<file path="src/rtl/ncc_pkg.sv">
`timescale 1ns / 1ps
`default_nettype none

package ncc_pkg;

    // Field widths
    localparam int ChanW = 16;
    localparam int IrW = 12;
    localparam int HueW = 8;
    // Channel * 255 fits in 24 bits; one divider cell per dividend bit
    localparam int DivW = 24;
    localparam int NumCells = DivW;
    localparam int NumLanes = 3;
    localparam int CfgIdxW = 3;

    // Lane order inside a divider stage
    localparam int LaneRed = 0;
    localparam int LaneGreen = 1;
    localparam int LaneBlue = 2;

    // Configuration register indexes
    localparam logic [CfgIdxW-1:0] CFG_BLACK_CLEAR_HIGH = 3'd0;
    localparam logic [CfgIdxW-1:0] CFG_WHITE_CLEAR_LOW = 3'd1;
    localparam logic [CfgIdxW-1:0] CFG_SILVER_CLEAR_LOW = 3'd2;
    localparam logic [CfgIdxW-1:0] CFG_CLEAR_MARGIN = 3'd3;
    localparam logic [CfgIdxW-1:0] CFG_HUE_MARGIN = 3'd4;
    localparam logic [CfgIdxW-1:0] CFG_INFRARED_LIMIT = 3'd5;

    // Class codes, pin encoding
    typedef enum logic [2:0] {
        CLS_WHITE = 3'd0,
        CLS_BLUE = 3'd1,
        CLS_SILVER = 3'd2,
        CLS_BLACK = 3'd3,
        CLS_RED = 3'd4,
        CLS_GREEN = 3'd5,
        CLS_UNKNOWN = 3'd6
    } ncc_color_t;

    // One division lane: dividend bits shift out at the top while quotient
    // bits shift in at the bottom; rem is the partial remainder
    typedef struct packed {
        logic [DivW-1:0] word;
        logic [ChanW-1:0] rem;
    } ncc_lane_t;

    // Payload carried from cell to cell
    typedef struct packed {
        ncc_lane_t [NumLanes-1:0] lane;
        logic [ChanW-1:0] clear;
        logic [IrW-1:0] infrared;
    } ncc_stage_t;

    // Calibrated bounds
    typedef struct packed {
        logic [ChanW-1:0] black_clear_high;
        logic [ChanW-1:0] white_clear_low;
        logic [ChanW-1:0] silver_clear_low;
        logic [ChanW-1:0] clear_margin;
        logic [HueW-1:0] hue_margin;
        logic [IrW-1:0] infrared_limit;
    } ncc_cfg_t;

    // Classifier result
    typedef struct packed {
        ncc_color_t color;
        logic black;
        logic [ChanW-1:0] red;
        logic [ChanW-1:0] green;
        logic [ChanW-1:0] blue;
    } ncc_result_t;

endpackage

`default_nettype wire

</file>
<file path="src/rtl/ncc_classify.sv">
`timescale 1ns / 1ps
`default_nettype none

module ncc_classify
    import ncc_pkg::*;
(
    input wire ncc_stage_t data_in,
    input wire ncc_cfg_t cfg,
    output ncc_result_t result
);

    logic [ChanW-1:0] red_q;
    logic [ChanW-1:0] green_q;
    logic [ChanW-1:0] blue_q;
    logic signed [ChanW:0] hue_lim;
    logic signed [ChanW:0] b_r;
    logic signed [ChanW:0] b_g;
    logic signed [ChanW:0] r_g;
    logic signed [ChanW:0] r_b;
    logic signed [ChanW:0] g_r;
    logic signed [ChanW:0] g_b;
    logic [ChanW:0] clear_ext;
    logic [ChanW:0] clear_plus_margin;
    logic [ChanW:0] black_bound;
    logic is_black;
    logic is_blue;
    logic is_red;
    logic is_green;
    logic is_silver;
    logic is_white;

    // Force zero quotients when clear is zero; keep the low 16 bits
    always_comb
    begin
        if (data_in.clear == '0)
        begin
            red_q = '0;
            green_q = '0;
            blue_q = '0;
        end
        else
        begin
            red_q = data_in.lane[LaneRed].word[ChanW-1:0];
            green_q = data_in.lane[LaneGreen].word[ChanW-1:0];
            blue_q = data_in.lane[LaneBlue].word[ChanW-1:0];
        end
    end

    // Signed channel differences
    assign hue_lim = $signed({{(ChanW + 1 - HueW){1'b0}}, cfg.hue_margin});
    assign b_r = $signed({1'b0, blue_q}) - $signed({1'b0, red_q});
    assign b_g = $signed({1'b0, blue_q}) - $signed({1'b0, green_q});
    assign r_g = $signed({1'b0, red_q}) - $signed({1'b0, green_q});
    assign r_b = $signed({1'b0, red_q}) - $signed({1'b0, blue_q});
    assign g_r = $signed({1'b0, green_q}) - $signed({1'b0, red_q});
    assign g_b = $signed({1'b0, green_q}) - $signed({1'b0, blue_q});

    // Clear bounds; c > low - margin is taken as c + margin > low
    assign clear_ext = {1'b0, data_in.clear};
    assign clear_plus_margin = clear_ext + {1'b0, cfg.clear_margin};
    assign black_bound = {1'b0, cfg.black_clear_high} + {1'b0, cfg.clear_margin};

    assign is_black = (clear_ext < black_bound);
    assign is_blue = (b_r > hue_lim) && (b_g > hue_lim);
    assign is_red = (r_g > hue_lim) && (r_b > hue_lim);
    assign is_green = (g_r > hue_lim) && (g_b > hue_lim);
    assign is_silver = (data_in.infrared < cfg.infrared_limit)
                       && (clear_plus_margin > {1'b0, cfg.silver_clear_low});
    assign is_white = (clear_plus_margin > {1'b0, cfg.white_clear_low});

    // Pick the class in priority order
    always_comb
    begin
        if (is_black)
        begin
            result.color = CLS_BLACK;
        end
        else if (is_blue)
        begin
            result.color = CLS_BLUE;
        end
        else if (is_red)
        begin
            result.color = CLS_RED;
        end
        else if (is_green)
        begin
            result.color = CLS_GREEN;
        end
        else if (is_silver)
        begin
            result.color = CLS_SILVER;
        end
        else if (is_white)
        begin
            result.color = CLS_WHITE;
        end
        else
        begin
            result.color = CLS_UNKNOWN;
        end
        result.black = is_black;
        result.red = red_q;
        result.green = green_q;
        result.blue = blue_q;
    end

endmodule

`default_nettype wire
</file>
<file path="config.mk">
export PLATFORM = sky130hd
export DESIGN_NAME = ncc_classify
export DESIGN_NICKNAME = d
export VERILOG_FILES = /design/src/rtl/ncc_pkg.sv /design/src/rtl/ncc_classify.sv
export SDC_FILE = /design/constraint.sdc
export NUM_CORES = 1
export LEC_CHECK = 0
export BUFFER_PORTS_ARGS = -buffer_cell sky130_fd_sc_hd__buf_2
export CORE_MARGIN = 5
export CORE_UTILIZATION = 50
export DETAILED_ROUTE_END_ITERATION = 16
export MAX_ROUTING_LAYER = met4
export PLACE_DENSITY = 0.75
export SYNTH_ARGS = -nofsm -noshare
export SYNTH_HDL_FRONTEND = slang
export SYNTH_SLANG_ARGS = --single-unit
</file>
<file path="constraint.sdc">
create_clock -name vclk -period 7.6
set_input_delay 0.38 -clock vclk [all_inputs]
set_output_delay 0.38 -clock vclk [all_outputs]
set_load 0.05 [all_outputs]
</file>
# Yosys cells after proc, flatten, opt, wreduce, memory -nomap -nowiden
# Cells that the tools add are included.
[word_totals] reg_bits=0 inputBits=232 wordCells=32
[op_classes] add_sub_neg=8 magnitude_cmp=10 mux=9 n_reduce_logical=5
[op_table] operator="$gt 17x9->1" count=6
[op_table] operator="$sub 16x16->17" count=6
[op_table] operator="$mux 16" count=3
[op_table] operator="$add 16x16->17" count=2
[op_table] operator="$gt 17x16->1" count=2
[op_table] operator="$mux 3" count=6
[op_table] operator="$lt 16x17->1" count=1
[op_table] operator="$logic_not 16->1" count=1
[op_table] operator="$lt 12x12->1" count=1
[op_table] operator="$logic_and 1x1->1" count=4

# Logic depth before layout (Yosys ltp)
[logic_depth] depth_word=9 depth_mapped=27

# Worst setup path before layout
# OpenSTA, ideal clock, no wires.
[synth_path] path_kind="input to output" start="input data_in[26] (netlist bit)" end="output result[50] (netlist bit)" arrival_ps=6318 required_time_ps=7220 setup_slack_ps=902 cell_stages=23 path_buffers=4 path_cell_list="or4_4 -> buf_6 -> or4_4 -> clkbuf_1 -> clkbuf_1 -> clkbuf_1 -> nand2_1 -> inv_1 -> fa_1 -> a211oi_1 -> nor3b_1 -> a311o_1 -> xnor2_1 -> ha_1 -> a2111oi_0 -> o21ai_0 -> a21oi_1 -> a211o_1 -> nand4_1 -> nor4_2 -> a211oi_1 -> o21bai_1 -> o21bai_1"
[synth_lines] item="start, declared" line_no="ncc_classify.sv:7" text="input wire ncc_stage_t data_in,"
[synth_lines] item="end, declared" line_no="ncc_classify.sv:9" text="output ncc_result_t result"

==> flow_summary.json <==
{
  "fin_tns_setup_ns": 0,
  "yosys.area.top_type": "ha_1",
  "grt_pass1_vias": 9524,
  "grtUsageTotal": 0.282,
  "critical_path_class": "input pin to output pin",
  "die_y_um": 145,
  "maxCapViolations": 0,
  "ys_warn_count": 0,
  "slew_violations": 0,
  "drive_gt1_frac": 0.167,
  "min_path_type": "input pin to output pin",
  "dieArea_um2": 20900,
  "n_clock_buffer": 0,
  "leakagePower_nw": 5.58,
  "postCtsHoldBufs": 0,
  "ant_nets": 0,
  "min_path_cells": 3,
  "synthTopCellsByArea": "ha_1 (31%), a21o_1 (6.5%), a21oi_1 (6.3%)",
  "crit_chain": "buf_2, or4_1, or4_4, and2_1, inv_1, ha_1, inv_1, fa_1, a211oi_1, nor3b_1, a311o_1, xnor2_1, ha_1, a2111oi_0, o21ai_0, a21oi_1, a211o_1, nand4_1, nor4_2, a211oi_1, nor4b_2, o21a_1, buf_2",
  "rsz0062_at_grt": "false",
  "placed_area_um2": 10200,
  "max_freq_mhz": 146,
  "synth-seq-area-share": 0,
  "gr-total-overflow": 0,
  "die-width_um": 145,
  "drt_pre_antenna_iters": 5,
  "end_kind": "output pin",
  "postCtsResizedCells": 0,
  "syn_to_final_growth_pct": 12.9,
  "drt_iter0_drc": 779,
  "synth_cells": 1263,
  "synth_top_area_frac": 0.313,
  "dpl.hpwl_mm": 26.5,
  "syn-num-nets": 1730,
  "critical_path_buf_inv_count": 4,
  "worst_slew_pin_slew_ns": 1.01,
  "crit_fanout": 16,
  "maxSlewHeadroom": 0.326,
  "drc": 0,
  "synth.distinct_cells": 75,
  "grt_max_degree": 52,
  "grt_pass1_wl_mm": 47.0,
  "diodes": 0,
  "portBuffers": 212,
  "viasPerCell": 6.03,
  "regArea_um2": 0,
  "critPathMaxStageDelay_ns": 0.71,
  "seq_cell_count": 0,
  "cts_setup_buffers": 0,
  "core-area_um2": 17900,
  "crit_family": "simple AND/OR/NAND/NOR gates",
  "syn_avg_cell_area_um2": 7.18,
  "min_period_over_period": 0.901,
  "vias": 9996,
  "postRouteWirelength_mm": 30.4,
  "synth.most_common_cell": "ha_1",
  "synth_commonest_cells": "ha_1 (227), inv_1 (133), a21oi_1 (114)",
  "slowest_stage": "or4_1",
  "crit_path_start_kind": "input pin",
  "power.density_nw_per_um2": 101,
  "setup_violations": 0,
  "routedWlPerCell_um": 18.4,
  "crit_arrival_ns": 6.47,
  "layout.nets": 1897,
  "netlist_area_um2": 9060,
  "gp_congestion": 1.01,
  "initial_utilization": 0.506,
  "vdd_ir_drop_max_uv": 72.7,
  "rows": 49,
  "status": "finished, final reports clean",
  "io_pins": 284,
  "hold_viol": 0,
  "cp.required_ns": 7.22,
  "holdWs_ns": 1.24,
  "grt_antenna_before_repair": 0,
  "design_area_um2": 10200,
  "cp_num_cells": 23,
  "post-route-min-period_ns": 6.85
}
layout by cell type, fill, tap and decap left out, types with 4 or more instances in the layout:
master     Yosys  final
and2_1        13     13
buf_2          3    212
nand2_1      104    104
o211ai_1       9      9
inv_1        133    133
nor3_1        15     15
o21ai_1        5      5
nor2_1        55     55
fa_1           8      8
xnor2_1       65     65
o2111ai_1      5      5
nor3b_1        4      4
a221oi_1       8      8
o21ai_0       59     59
nand3_1       37     37
buf_4          1      5
nor2b_1       18     18
a21o_1        78     78
o31ai_1        7      7
a311o_1        6      6
or4_1          4      4
a31oi_1       14     14
a21oi_1      114    114
a211oi_1       8      8
nor4_1         6      6
nand2b_1      14     14
o22ai_1        7      7
o221ai_1       6      6
o21bai_1      16     16
xor2_1        45     45
o21a_1        16     16
o41ai_1        9      9
and3_1         5      5
a211o_1        6      6
a41oi_1        5      5
nand4_1       21     21
ha_1         227    227
where the power goes:
part | switching (W) | total [W] | internal, W
clock network | 0 | 0 | 0
logic | 0.000613 | 0.00103 | 0.000419
registers | 0 | 0 | 0
total | 0.000613 | 0.00103 | 0.000419
final timing paths:
check	start	endpoint	slack, ns
setup / recovery	data_in[18]	result[51]	0.75
hold / removal	data_in[124]	result[0]	1.24
worst min-delay path, delay by kind of cell:
family | cells | cell delay, ns
buffers and inverters | 2 | 0.31
and+or+nand+nor | 1 | 0.16
kinds of logic (layout without fill, tap and decap cells):
| family | after synthesis | after routing | synth area share |
|---|---|---|---|
| xor+xnor | 110 | 110 | 0.106 |
| buf+inv | 185 | 350 | 0.0791 |
| fa+ha+maj | 235 | 235 | 0.331 |
| simple gates | 317 | 317 | 0.175 |
| mux | 3 | 3 | 0.00331 |
| compound gates | 413 | 413 | 0.306 |
per-layer routing:
layer	part of all wire	global-route usage
met3	0.079	0.0142
met2	0.47	0.486
met1	0.42	0.361
met5	0	-
met4	0.030	0.0736
stage by stage:
step                setup slack [ns]  total power [W]  instances   util
floorplan                      0.902         0.000755       1263      -
global placement               0.834          0.00100       1657  0.572
detailed placement             0.784          0.00101       1657  0.572
CTS                            0.768          0.00102       1657  0.572
global route                   0.359          0.00114       1657  0.572
finish                         0.754          0.00103       1657  0.572
layout make-up:
type,instances,area (um2)
Multi-Input combinational cell,1078,8350
Fill cell,1764,7670
Timing Repair Buffer,217,1100
Inverter,133,499
Tap cell,229,287
Power figures use the tool's default switching activity.
