File: src/rtl/ncc_pkg.sv
`timescale 1ns / 1ps
`default_nettype none

package ncc_pkg;

    // Field widths
    localparam int ChanW = 16;
    localparam int IrW = 12;
    localparam int HueW = 8;
    // Channel * 255 fits in 24 bits; one divider cell per dividend bit
    localparam int DivW = 24;
    localparam int NumCells = DivW;
    localparam int NumLanes = 3;
    localparam int CfgIdxW = 3;

    // Lane order inside a divider stage
    localparam int LaneRed = 0;
    localparam int LaneGreen = 1;
    localparam int LaneBlue = 2;

    // Configuration register indexes
    localparam logic [CfgIdxW-1:0] CFG_BLACK_CLEAR_HIGH = 3'd0;
    localparam logic [CfgIdxW-1:0] CFG_WHITE_CLEAR_LOW = 3'd1;
    localparam logic [CfgIdxW-1:0] CFG_SILVER_CLEAR_LOW = 3'd2;
    localparam logic [CfgIdxW-1:0] CFG_CLEAR_MARGIN = 3'd3;
    localparam logic [CfgIdxW-1:0] CFG_HUE_MARGIN = 3'd4;
    localparam logic [CfgIdxW-1:0] CFG_INFRARED_LIMIT = 3'd5;

    // Class codes, pin encoding
    typedef enum logic [2:0] {
        CLS_WHITE = 3'd0,
        CLS_BLUE = 3'd1,
        CLS_SILVER = 3'd2,
        CLS_BLACK = 3'd3,
        CLS_RED = 3'd4,
        CLS_GREEN = 3'd5,
        CLS_UNKNOWN = 3'd6
    } ncc_color_t;

    // One division lane: dividend bits shift out at the top while quotient
    // bits shift in at the bottom; rem is the partial remainder
    typedef struct packed {
        logic [DivW-1:0] word;
        logic [ChanW-1:0] rem;
    } ncc_lane_t;

    // Payload carried from cell to cell
    typedef struct packed {
        ncc_lane_t [NumLanes-1:0] lane;
        logic [ChanW-1:0] clear;
        logic [IrW-1:0] infrared;
    } ncc_stage_t;

    // Calibrated bounds
    typedef struct packed {
        logic [ChanW-1:0] black_clear_high;
        logic [ChanW-1:0] white_clear_low;
        logic [ChanW-1:0] silver_clear_low;
        logic [ChanW-1:0] clear_margin;
        logic [HueW-1:0] hue_margin;
        logic [IrW-1:0] infrared_limit;
    } ncc_cfg_t;

    // Classifier result
    typedef struct packed {
        ncc_color_t color;
        logic black;
        logic [ChanW-1:0] red;
        logic [ChanW-1:0] green;
        logic [ChanW-1:0] blue;
    } ncc_result_t;

endpackage

`default_nettype wire

File: src/rtl/ncc_div_cell.sv
`timescale 1ns / 1ps
`default_nettype none

module ncc_div_cell
    import ncc_pkg::*;
(
    input wire logic clk,
    input wire logic rst_n,
    input wire logic advance,
    input wire logic valid_in,
    input wire ncc_stage_t data_in,
    output logic valid_reg,
    output ncc_stage_t data_reg
);

    ncc_stage_t data_next;

    // Retire one quotient bit per lane: shift, trial subtract, restore
    always_comb
    begin
        data_next = data_in;
        for (int i = 0; i < NumLanes; i++)
        begin
            logic [ChanW:0] shifted;
            logic ge;
            shifted = {data_in.lane[i].rem, data_in.lane[i].word[DivW-1]};
            ge = (shifted >= {1'b0, data_in.clear});
            if (ge)
            begin
                data_next.lane[i].rem = ChanW'(shifted - {1'b0, data_in.clear});
            end
            else
            begin
                data_next.lane[i].rem = shifted[ChanW-1:0];
            end
            data_next.lane[i].word = {data_in.lane[i].word[DivW-2:0], ge};
        end
    end

    // Hold the request flag while the chain is stalled
    always_ff @(posedge clk or negedge rst_n)
    begin
        if (!rst_n)
        begin
            valid_reg <= 1'b0;
        end
        else if (advance)
        begin
            valid_reg <= valid_in;
        end
    end

    // Advance the payload with the chain
    always_ff @(posedge clk)
    begin
        if (advance)
        begin
            data_reg <= data_next;
        end
    end

endmodule

`default_nettype wire

File: config.mk
export PLATFORM = sky130hd
export DESIGN_NAME = ncc_div_cell
export DESIGN_NICKNAME = d
export VERILOG_FILES = /design/src/rtl/ncc_pkg.sv /design/src/rtl/ncc_div_cell.sv
export SDC_FILE = /design/constraint.sdc
export NUM_CORES = 1
export LEC_CHECK = 0
export BUFFER_PORTS_ARGS = -buffer_cell sky130_fd_sc_hd__buf_4
export CAP_MARGIN = 20
export CORE_UTILIZATION = 40
export CTS_CLUSTER_DIAMETER = 30
export CTS_CLUSTER_SIZE = 8
export DETAILED_ROUTE_END_ITERATION = 10
export PLACE_DENSITY = 0.68
export SLEW_MARGIN = 20
export SYNTH_ARGS = -nofsm -noshare
export SYNTH_HDL_FRONTEND = slang
export SYNTH_SLANG_ARGS = --single-unit
File: constraint.sdc
create_clock -name clk -period 0.9 [get_ports clk]
set_input_delay 0.18 -clock clk [delete_from_list [all_inputs] [get_ports clk]]
set_output_delay 0.18 -clock clk [all_outputs]
set_load 0.1 [all_outputs]
* Word-level counts from Yosys, hierarchy flattened
Cells that the tools add are included.
** Cells by class
- Muxes and demuxes :: 3
- Divide/modulo/power cells :: 0
- Add/subtract/negate cells :: 3
- Equal/unequal tests :: 0
- Shift operators :: 0
- Bitwise operators :: 0
- $lt $le $gt $ge :: 3
- Reductions and logical operators :: 0
- $mul :: 0
** Operators with widths (count)
- 17-bit by 16-bit greater-or-equal comparator with 1-bit output :: 3
- 16-bit two-way mux :: 3
- 16-bit subtractor :: 3
** Word-level totals
- Logic and storage cells :: 18
- Memories :: 0
- Input bits :: 152
- Bits in latches :: 0
- Bits in writable memories :: 0
- Bits in registers :: 149
- Memory bits (read-only) :: 0
- Output and inout bits :: 149

* Logic depth before layout (Yosys ltp)
Gate-level depths: netlist of the first run.
- Depth after elaboration :: 2
- Depth in mapped cells :: 11
- Depth with buffers taken out :: 9

* Worst setup path before layout of the first run
OpenSTA, ideal clock, no wires.
- Kind :: in2reg
- Start :: input data_in[26] (netlist name)
- End :: register data_reg[112] (netlist name), data pin
- Setup time :: 0.260 ns
- Buffers on the path :: 2
- Slack :: -1.549 ns
- Cell stages on the path :: 11
- Arrival time :: 2.188 ns
- Cell sequence :: inv_1 ha_1 buf_6 a21o_1 a211o_1 a31o_1 a41oi_2 and2_4 inv_4 buf_12 mux2_4
** RTL lines
- start, declared :: line ncc_div_cell.sv:11 : input wire ncc_stage_t data_in,
- end signal, assigned :: line ncc_div_cell.sv:58 : data_reg <= data_next;
- end, declared :: line ncc_div_cell.sv:13 : output ncc_stage_t data_reg

==> results of run 1 <==
==> cells in the mapped netlist (all sizes together) (4+ instances only) <==
cell type	count	area share, %
nand3	12	0.77
clkbuf	4	0.19
a211o	5	0.56
xnor2	13	1.5
nor2b	9	0.72
o31ai	6	0.58
nand4	9	0.72
o21a	11	1.1
a21oi	39	2.5
and2	6	0.51
o21ai	31	2.0
buf	10	1.1
o31a	6	0.68
and3	6	0.48
o21bai	4	0.39
nor3	8	0.58
xor2	12	1.4
mux2	38	5.9
or3	4	0.32
nor2	29	1.4
a31o	4	0.45
edfxtp	148	57
inv	29	1.4
nand2	22	1.1
a21o	13	1.3
ha	48	7.7
nand2b	9	0.72
or2	7	0.56
mux2i	5	0.64
==> layout make-up <==
class	instances	area, sq um	share of cell area (%)
timing repair buffer	586	5390	36.2
sequential	149	4470	30.1
multi-input combinational	399	3830	25.8
clock buffer	17	425	2.86
tap	260	325	2.19
clock inverter	15	214	1.44
inverter	29	183	1.23
timing repair inverter	2	20.0	0.135
==> path summary, 6_finish.rpt <==
check / to / slack (ns)
min: data_reg[16] / 0.02
min reg2reg: valid_reg / 0.61
max in group asynchronous: valid_reg / 0.72
max reg2reg: valid_reg / 0.03
max: data_reg[74] / -1.17
min in group asynchronous: valid_reg / 0.09
==> cell usage in the layout (no fill, tap or decap), types with 5 or more instances in the layout <==
cell type	instances
buf_4	315
buf_6	162
edfxtp_1	148
dlygate4sd3_1	96
a21oi_1	31
ha_4	29
nor2_1	27
o21ai_0	23
nand2_1	21
mux2_4	20
mux2_2	17
clkbuf_16	17
ha_1	16
a21o_1	13
xnor2_1	13
nand3_1	12
xor2_1	12
o21a_1	11
inv_1	10
clkinvlp_4	9
nand4_1	9
inv_8	8
buf_12	8
nand2b_1	7
a21oi_2	7
o31a_1	6
nor3_1	6
inv_2	5
a211o_1	5
or2_2	5
nor2b_1	5
buf_8	5
==> report_power, final <==
group	internal, mW	switching, mW
registers	8.55	0.392
logic	4.51	7.99
clock network	4.51	3.35
total	17.6	11.7
==> per-layer routing <==
metal	global-route usage, %	vias up	routed length (um)
met2	51.7	326	15100
met4	13.5	0	1350
met5	0	-	0
li1	-	3479	-
met1	35.4	3583	12000
met3	8.88	71	2510
==> metrics by stage <==
stage               TNS, ns  setup WS, ns  cells  hold WS (ns)
floorplan            -88.99         -1.37    591        -0.116
global placement     -78.98         -1.62   1291       -0.0446
detailed placement   -80.65         -1.64   1291       -0.0416
CTS                  -96.38         -1.04   1442       0.00547
global route        -105.78         -1.19   1457        0.0122
finish               -97.58         -1.17   1457        0.0235
==> critical path, delay by kind of cell <==
kind,cells,cell delay [ns]
AO/OA/AOI/OAI,5,0.84
multiplexers,1,0.34
adder cells (fa/ha/maj),1,0.38
buffers and inverters,3,0.49
==> timing repair <==
item                                   4_1_cts  5_1_grt
hold buffers                                96        0
cloned                                       2        1
setup endpoints to repair                  200      200
gates resized for setup                    229       57
setup buffers                               21       15
pin swaps                                   23       32
endpoints found under the hold margin       96        0
==> cell families (layout without fill, tap and decap cells) <==
family          after synthesis  after routing  synth area share [%]
compound gates              150            150                  13.1
flops                       149            149                  57.5
simple gates                130            130                  8.88
fa+ha+maj                    51             51                  8.50
mux                          43             43                  6.53
buf+inv                      43            649                  2.69
xor+xnor                     25             25                  2.82
==> impl_metrics.tcl, run 1 <==
set metrics [dict create \
    p_per_area_mw_per_mm2 1970 \
    post_drt_wl_per_cell_um 21.2 \
    syn-num-nets 794 \
    synthArstFlopShare_pct 0.671 \
    rows 50 \
    synth_edf_count 148 \
    cap_violations 0 \
    ys_seq_elements 149 \
    drc 0 \
    path_class "in2reg" \
    crit_chain "buf_4 > clkinvlp_4 > ha_4 > o21ai_2 > o21bai_1 > a21oi_2 > a21oi_2 > o31a_1 > buf_4 > mux2_2" \
    htree_levels 4 \
    final_nets 1387 \
    crit_arrival_ns 2.24 \
    fin_crit_sh_pct 230 \
    min_from "data_in[16]" \
    path_max_fanout 5 \
    worst_pin_slew_ns 0.458 \
    cts_tree "done" \
    viasPerCell 5.12 \
    min_path_cells 2 \
    violations "setup timing" \
    critPathMaxStageDelay_ns 0.38 \
    skew_ns 0 \
    rr_worst_depth 1 \
    ant_nets 0 \
    largest_register_ffs 148 \
    grt_pass1_wl_um 44600 \
    cts-root-buf "clkbuf_16" \
    max-vdd-ir-drop_v 0.00175 \
    slowest_stage "ha_4" \
    leakage_nw 6.40 \
    drive_above_1_share_pct 56.6 \
    ys.flop_type "edfxtp_1" \
    num_vias 7459 \
    port_buffers 300 \
    min_path_type "in2reg" \
    yosysSeqAreaShare_pct 57.5 \
    fp.coreArea_sq_mm 0.0189 \
    synth.distinct_cells 69 \
    hold_viol_final 0 \
    r2r-start "valid_reg" \
    die-height_um 141 \
    power_mw 29.3 \
    clockBufferDepth 2 \
    synth_area_sq_mm 0.00777 \
    tritoncts.num_buffers 17 \
    grt_max_degree 39 \
    cp-startpoint "data_in[19]" \
    drv_slew 0 \
    setup_ws_ns -1.17 \
    startpoint_type "primary input" \
    fmax_mhz 483 \
    min_period_ns 2.07 \
    drt_first_iter_violations 377 \
    die_w_um 141 \
    synth.avg_cell_area_sq_um 13.2 \
    place_area_sq_mm 0.0118 \
    die_area_sq_mm 0.0200 \
    final_area_sq_mm 0.0149 \
    grt_util_all_layers_pct 30.3 \
    antenna_found_initial 0 \
    drtPass1Iterations 4 \
    synth_warnings 0 \
    syn_inst 591 \
    end_kind "register" \
    max_slew_margin_pct 69.1 \
    setup_viol 200 \
    clk_pin_slew_ns 0.07 \
    worstSkewPairLatency_ns 0.42 \
    area_growth_pct 91.1 \
    gp_congestion 0.921 \
    grt_setup_unrepaired "true" \
    antenna_cells 0 \
    fillerInstances 1144 \
    post-route-util_pct 78.6 \
    route.final.wire_length_um 30900 \
    start_util_pct 41.2 \
    hpwl_um 20500 \
    clock_sinks 149 \
    grt_pass1_vias 7712 \
    grt_overflow 0 \
    cp_data_required_time_ns 1.07 \
    status "finished, violations left" \
    ios 301 \
]
(Power assumes the default switching activity.)
==> run 2: changes to the inputs <==
Settings changed: CORE_UTILIZATION 40 to 44, PLACE_DENSITY 0.68 to 0.73, SKIP_CTS_REPAIR_TIMING set to 1.
==> run 2 against run 1 <==
Against the previous run:
- the run ends with hold timing, setup timing left
- first-iteration DRC count increased by 17%
- critical path depth unchanged
- setup slack improved by 0.040 ns
- routed wire length increased by 2.8%
- final cell count decreased by 3.5%
- non-clock buffer count decreased by 15
- count of clock-buffer cells in the layout unchanged
- fmax increased by 2.0%
- via count increased by 2.1%
- worst hold slack got worse by 0.089 ns
- final area decreased by 1.5%
- global-route usage decreased by 2.2 points
==> impl_metrics.tcl, run 2 (synthesis gave the netlist of run 1 again) <==
set metrics [dict create \
    status "finished, violations left" \
    violations "hold timing, setup timing" \
    antenna_cells 0 \
    crit_chain "buf_8 > clkinvlp_4 > ha_4 > and4_4 > and3_4 > a31o_1 > a41oi_2 > and2_4 > clkinv_8 > mux2_4" \
    area_growth_pct 88.2 \
    post_drt_wl_per_cell_um 22.6 \
    fin_crit_sh_pct 226 \
    ff2ff_setup_slack_ns 0.03 \
    min_path_type "in2reg" \
    switching_share_pct 40.9 \
    grt_pass1_wl_um 37400 \
    setup_ws_ns -1.13 \
    hpwl_um 21000 \
    clk_pin_slew_ns 0.07 \
    num_vias 7618 \
    fmax_mhz 493 \
    dp_slack_ns -1.58 \
    gp_congestion 0.874 \
    setup_viol 200 \
    fp.coreArea_sq_mm 0.0173 \
    die_w_um 135 \
    min_path_cells 1 \
    route.final.wire_length_um 31800 \
    drive_above_1_share_pct 55.3 \
    drc 0 \
    cp_data_required_time_ns 1.07 \
    drv_slew 0 \
    min_period_ns 2.03 \
    hold_viol_final 1 \
    skew_ns 0 \
    hold_end "data_reg[14]" \
    place_area_sq_mm 0.0118 \
    critPathMaxStageDelay_ns 0.31 \
    worst_pin_slew_ns 0.373 \
    leakage_nw 6.35 \
    startpoint_type "primary input" \
    p_per_area_mw_per_mm2 1960 \
    tritoncts.num_buffers 17 \
    grt_setup_unrepaired "true" \
    post-route-util_pct 84.6 \
    worstSkewPairLatency_ns 0.42 \
    layout_common_cells "buf_4 (301), buf_6 (158), edfxtp_1 (148)" \
    r2r-start "valid_reg" \
    ant_nets 0 \
    path_max_fanout 6 \
    drt_first_iter_violations 442 \
    die-height_um 135 \
    power.share.combinational_pct 43.7 \
    layout_commonest_cell "buf_4" \
    path_class "in2reg" \
    timing.hold.ws_ns -0.0657 \
    min_from "data_in[14]" \
    grt_max_degree 48 \
    rows 48 \
    antenna_found_initial 0 \
    grt_pass1_vias 6862 \
    drtPass1Iterations 7 \
    viasPerCell 5.42 \
    clock_sinks 149 \
    port_buffers 300 \
    start_util_pct 45.0 \
    clockPowerShare_pct 25.1 \
    grt_overflow 0 \
    r2r_end "valid_reg" \
    end_kind "register" \
    largest_register_ffs 148 \
    slowest_stage "ha_4" \
    htree_levels 4 \
    max_slew_margin_pct 74.9 \
    p_switching_mw 11.7 \
    cap_violations 0 \
    cts_tree "done" \
    final_nets 1372 \
    grt_util_all_layers_pct 28.1 \
    final_area_sq_mm 0.0146 \
    ios 301 \
    power_mw 28.6 \
    p_int_mw 16.9 \
    seqPwrFrac_pct 31.3 \
    fillerInstances 818 \
    clockBufferDepth 2 \
    cts-root-buf "clkbuf_16" \
    rr_worst_depth 1 \
    crit_arrival_ns 2.20 \
    die_area_sq_mm 0.0182 \
    max-vdd-ir-drop_v 0.00156 \
]
## run 2: changes by cell type in the layout (fill, tap and decap cells not counted), moves of 4 or more
cell and delta:
buf_6 -4, buf_4 -14, inv_8 -4, mux2_4 +7, mux2_2 -7, inv_1 +5
## run 2: routing by layer
metal / vias up / global-route usage (%) / routed length, um
met5: - / 0 / 0
met3: 71 / 8.52 / 2500
li1: 3444 / - / -
met2: 388 / 48.6 / 16000
met1: 3715 / 32.3 / 12000
met4: 0 / 11.7 / 1170
## run 2: worst max-delay path, delay by kind of cell
family          cells  cell delay (ns)
fa+ha+maj           1             0.31
compound gates      2             0.43
mux                 1             0.31
buf+inv             3             0.39
simple gates        3             0.57
## run 2: stage by stage
stage / TNS, ns / cells
finish: -98.05 / 1406
global route: -102.93 / 1406
CTS: -104.23 / 1294
detailed placement: -77.41 / 1263
global placement: -76.31 / 1263
floorplan: -88.99 / 591
## run 2: worst max path at each step
stage	from	end	slack, ns	cells past startpoint
after global routing	data_in[14]	data_reg[118]	-1.18	10
after global placement	data_in[14]	data_reg[42]	-1.55	9
after floorplan	data_in[26]	data_reg[112]	-1.37	11
after CTS	data_in[24]	data_reg[37]	-1.13	10
final	data_in[24]	data_reg[114]	-1.13	10
after detailed placement	data_in[24]	data_reg[34]	-1.58	10
## run 2: power groups by stage
stage	clock (mW)	sequential, mW	combinational, mW
2_1_floorplan	0	14.1	2.33
3_3_place_gp	0	8.88	10.7
3_5_place_dp	0	8.89	10.8
4_1_cts	7.14	8.76	10.8
5_1_grt	7.42	8.99	12.9
6_report	7.17	8.95	12.5
## run 2: area by class of cell
cell class                      instances  area (sq um)  area share, %
Timing Repair inverter                  2          22.5          0.154
Sequential cell                       149          4470           30.6
Multi-Input combinational cell        399          3820           26.1
Clock buffer                           17           425           2.91
Tap cell                              225           282           1.92
Timing Repair Buffer                  571          5290           36.1
Inverter                               29           180           1.23
Clock inverter                         14           141          0.966
==> run 3: changes to the inputs <==
Clock period 0.9 ns to 2.18 ns, I/O delays scaled along.
==> run 3 against run 2 <==
Against the previous run:
- the flow finishes with violations (setup timing)
- sequential share of layout area rose by 4.0 points
- first-iteration DRC count fell by 5.2%
- routed wire length fell by 17%
- highest routed layer unchanged
- worst hold slack improved by 0.25 ns
- clock skew did not move
- critical endpoint is now data_reg[74]
==> impl_metrics.tcl, run 3 (synthesis gave the netlist of run 1 again) <==
set metrics [dict create \
    status "finished, violations left" \
    violations "setup timing" \
    skew_ns 0 \
    fin_crit_sh_pct 104 \
    clock_sinks 149 \
    setup_viol 27 \
    post_drt_wl_per_cell_um 20.3 \
    place_inst 1257 \
    crit_chain "buf_8 > clkinvlp_4 > ha_4 > o21a_1 > o31a_1 > o221ai_2 > a21oi_2 > o31a_1 > buf_6 > mux2_4" \
    regArea_sq_mm 0.00447 \
    crit_arrival_ns 2.45 \
    slowest_stage "ha_4" \
    use_met2_pct 48.2 \
    crit_top_cell "o31a_1" \
    cp_top_family "compound AO/OA/AOI/OAI gates" \
    min_path_type "in2reg" \
    die_area_sq_mm 0.0182 \
    final_nets 1269 \
    ff2ff_setup_slack_ns 1.42 \
    gr-max-usage-layer "met2" \
    layout.cells.non_filler 1304 \
    cp.buffers_inverters 3 \
    drtPass1Iterations 5 \
    cts-root-buf "clkbuf_16" \
    clk_pin_slew_ns 0.07 \
    grt_pass1_vias 6749 \
    min_period_ns 2.27 \
    ios 301 \
    grt_util_all_layers_pct 28.1 \
    antenna_cells 0 \
    worst_pin_slew_ns 0.441 \
    max_slew_margin_pct 69.8 \
    antenna_found_initial 0 \
    hold_viol_final 0 \
    min_from "data_in[98]" \
    grtUsageMet3_pct 7.32 \
    grt_pass1_wl_um 37500 \
    path_class "in2reg" \
    worstSkewPairLatency_ns 0.43 \
    p_per_area_mw_per_mm2 881 \
    leakage_nw 5.75 \
    end_kind "register" \
    area_growth_pct 66.3 \
    start_util_pct 45.0 \
    drive_above_1_share_pct 59.1 \
    hpwl_um 20100 \
    cts_tree "done" \
    viasPerCell 5.27 \
    drv_slew 0 \
    ant_nets 0 \
    critPathMaxStageDelay_ns 0.34 \
    grt_setup_unrepaired "true" \
    port_buffers 300 \
    cap_violations 0 \
    cp-startpoint "data_in[15]" \
    fillerInstances 1151 \
    post-route-util_pct 74.7 \
    die_w_um 135 \
    num_vias 6877 \
    largest_register_ffs 148 \
    drt_first_iter_violations 419 \
    layout_common_cells "buf_4 (452), edfxtp_1 (148), mux2_4 (33)" \
    gp_congestion 0.900 \
    tritoncts.num_buffers 17 \
    r2r-start "valid_reg" \
    die-height_um 135 \
    clockBufferDepth 2 \
    dp_slack_ns -0.549 \
    setup_ws_ns -0.0854 \
    route.final.wire_length_um 26500 \
    cp_data_required_time_ns 2.37 \
    grt_max_degree 42 \
    layout_commonest_cell "buf_4" \
    startpoint_type "primary input" \
    grt_use_met1_pct 32.1 \
    path_max_fanout 8 \
    multi_input_area_sq_mm 0.00373 \
    max-vdd-ir-drop_v 0.000579 \
    htree_levels 4 \
    grt_overflow 0 \
    drc 0 \
    fp.coreArea_sq_mm 0.0173 \
    rows 48 \
    fmax_mhz 441 \
]
run 3: cell count changes in the layout (fill, tap and decap cells not counted), sizes merged:
cell	before	now
dlygate4sd3	96	1
buf	475	468
clkinvlp	9	6
inv	29	31
bufinv	1	2
run 3: metrics by stage:
step                setup TNS (ns)  cell area, sq um  hold slack (ns)  total power, mW
detailed placement          -23.16             11700            0.212             8.09
CTS                          -2.83             12400           -0.243             11.2
global placement            -21.50             11700            0.211             8.05
finish                       -1.24             12900            0.180             11.4
global route                 -3.78             12900            0.163             11.7
floorplan                    -9.84              8100            0.140             6.78
run 3: worst paths after layout:
path / to / depth (start not counted)
worst max-delay path: data_reg[74] / 10
worst min-delay path: data_reg[99] / 1
worst max register to register: valid_reg / 1
worst min register to register: valid_reg / 1
max in group asynchronous: valid_reg / 2
min in group asynchronous: valid_reg / 2
run 3: final cells by class:
class | count | area share (%)
Clock buffer | 17 | 3.29
Clock inverter | 15 | 1.47
Inverter | 29 | 1.35
Multi-Input combinational cell | 399 | 28.8
Sequential cell | 149 | 34.6
Tap cell | 225 | 2.18
Timing Repair Buffer | 469 | 28.2
Timing Repair inverter | 1 | 0.0871
run 3: layer usage:
metal	vias up	part of all wire (%)
li1	3266	-
met2	285	50
met4	0	4.5
met5	-	0
met1	3250	37
met3	76	8.1
run 3: power breakdown:
part	internal (mW)	switching (mW)
Sequential	3.52	0.0961
Combinational	1.50	3.18
Clock	1.74	1.34
Total	6.77	4.62
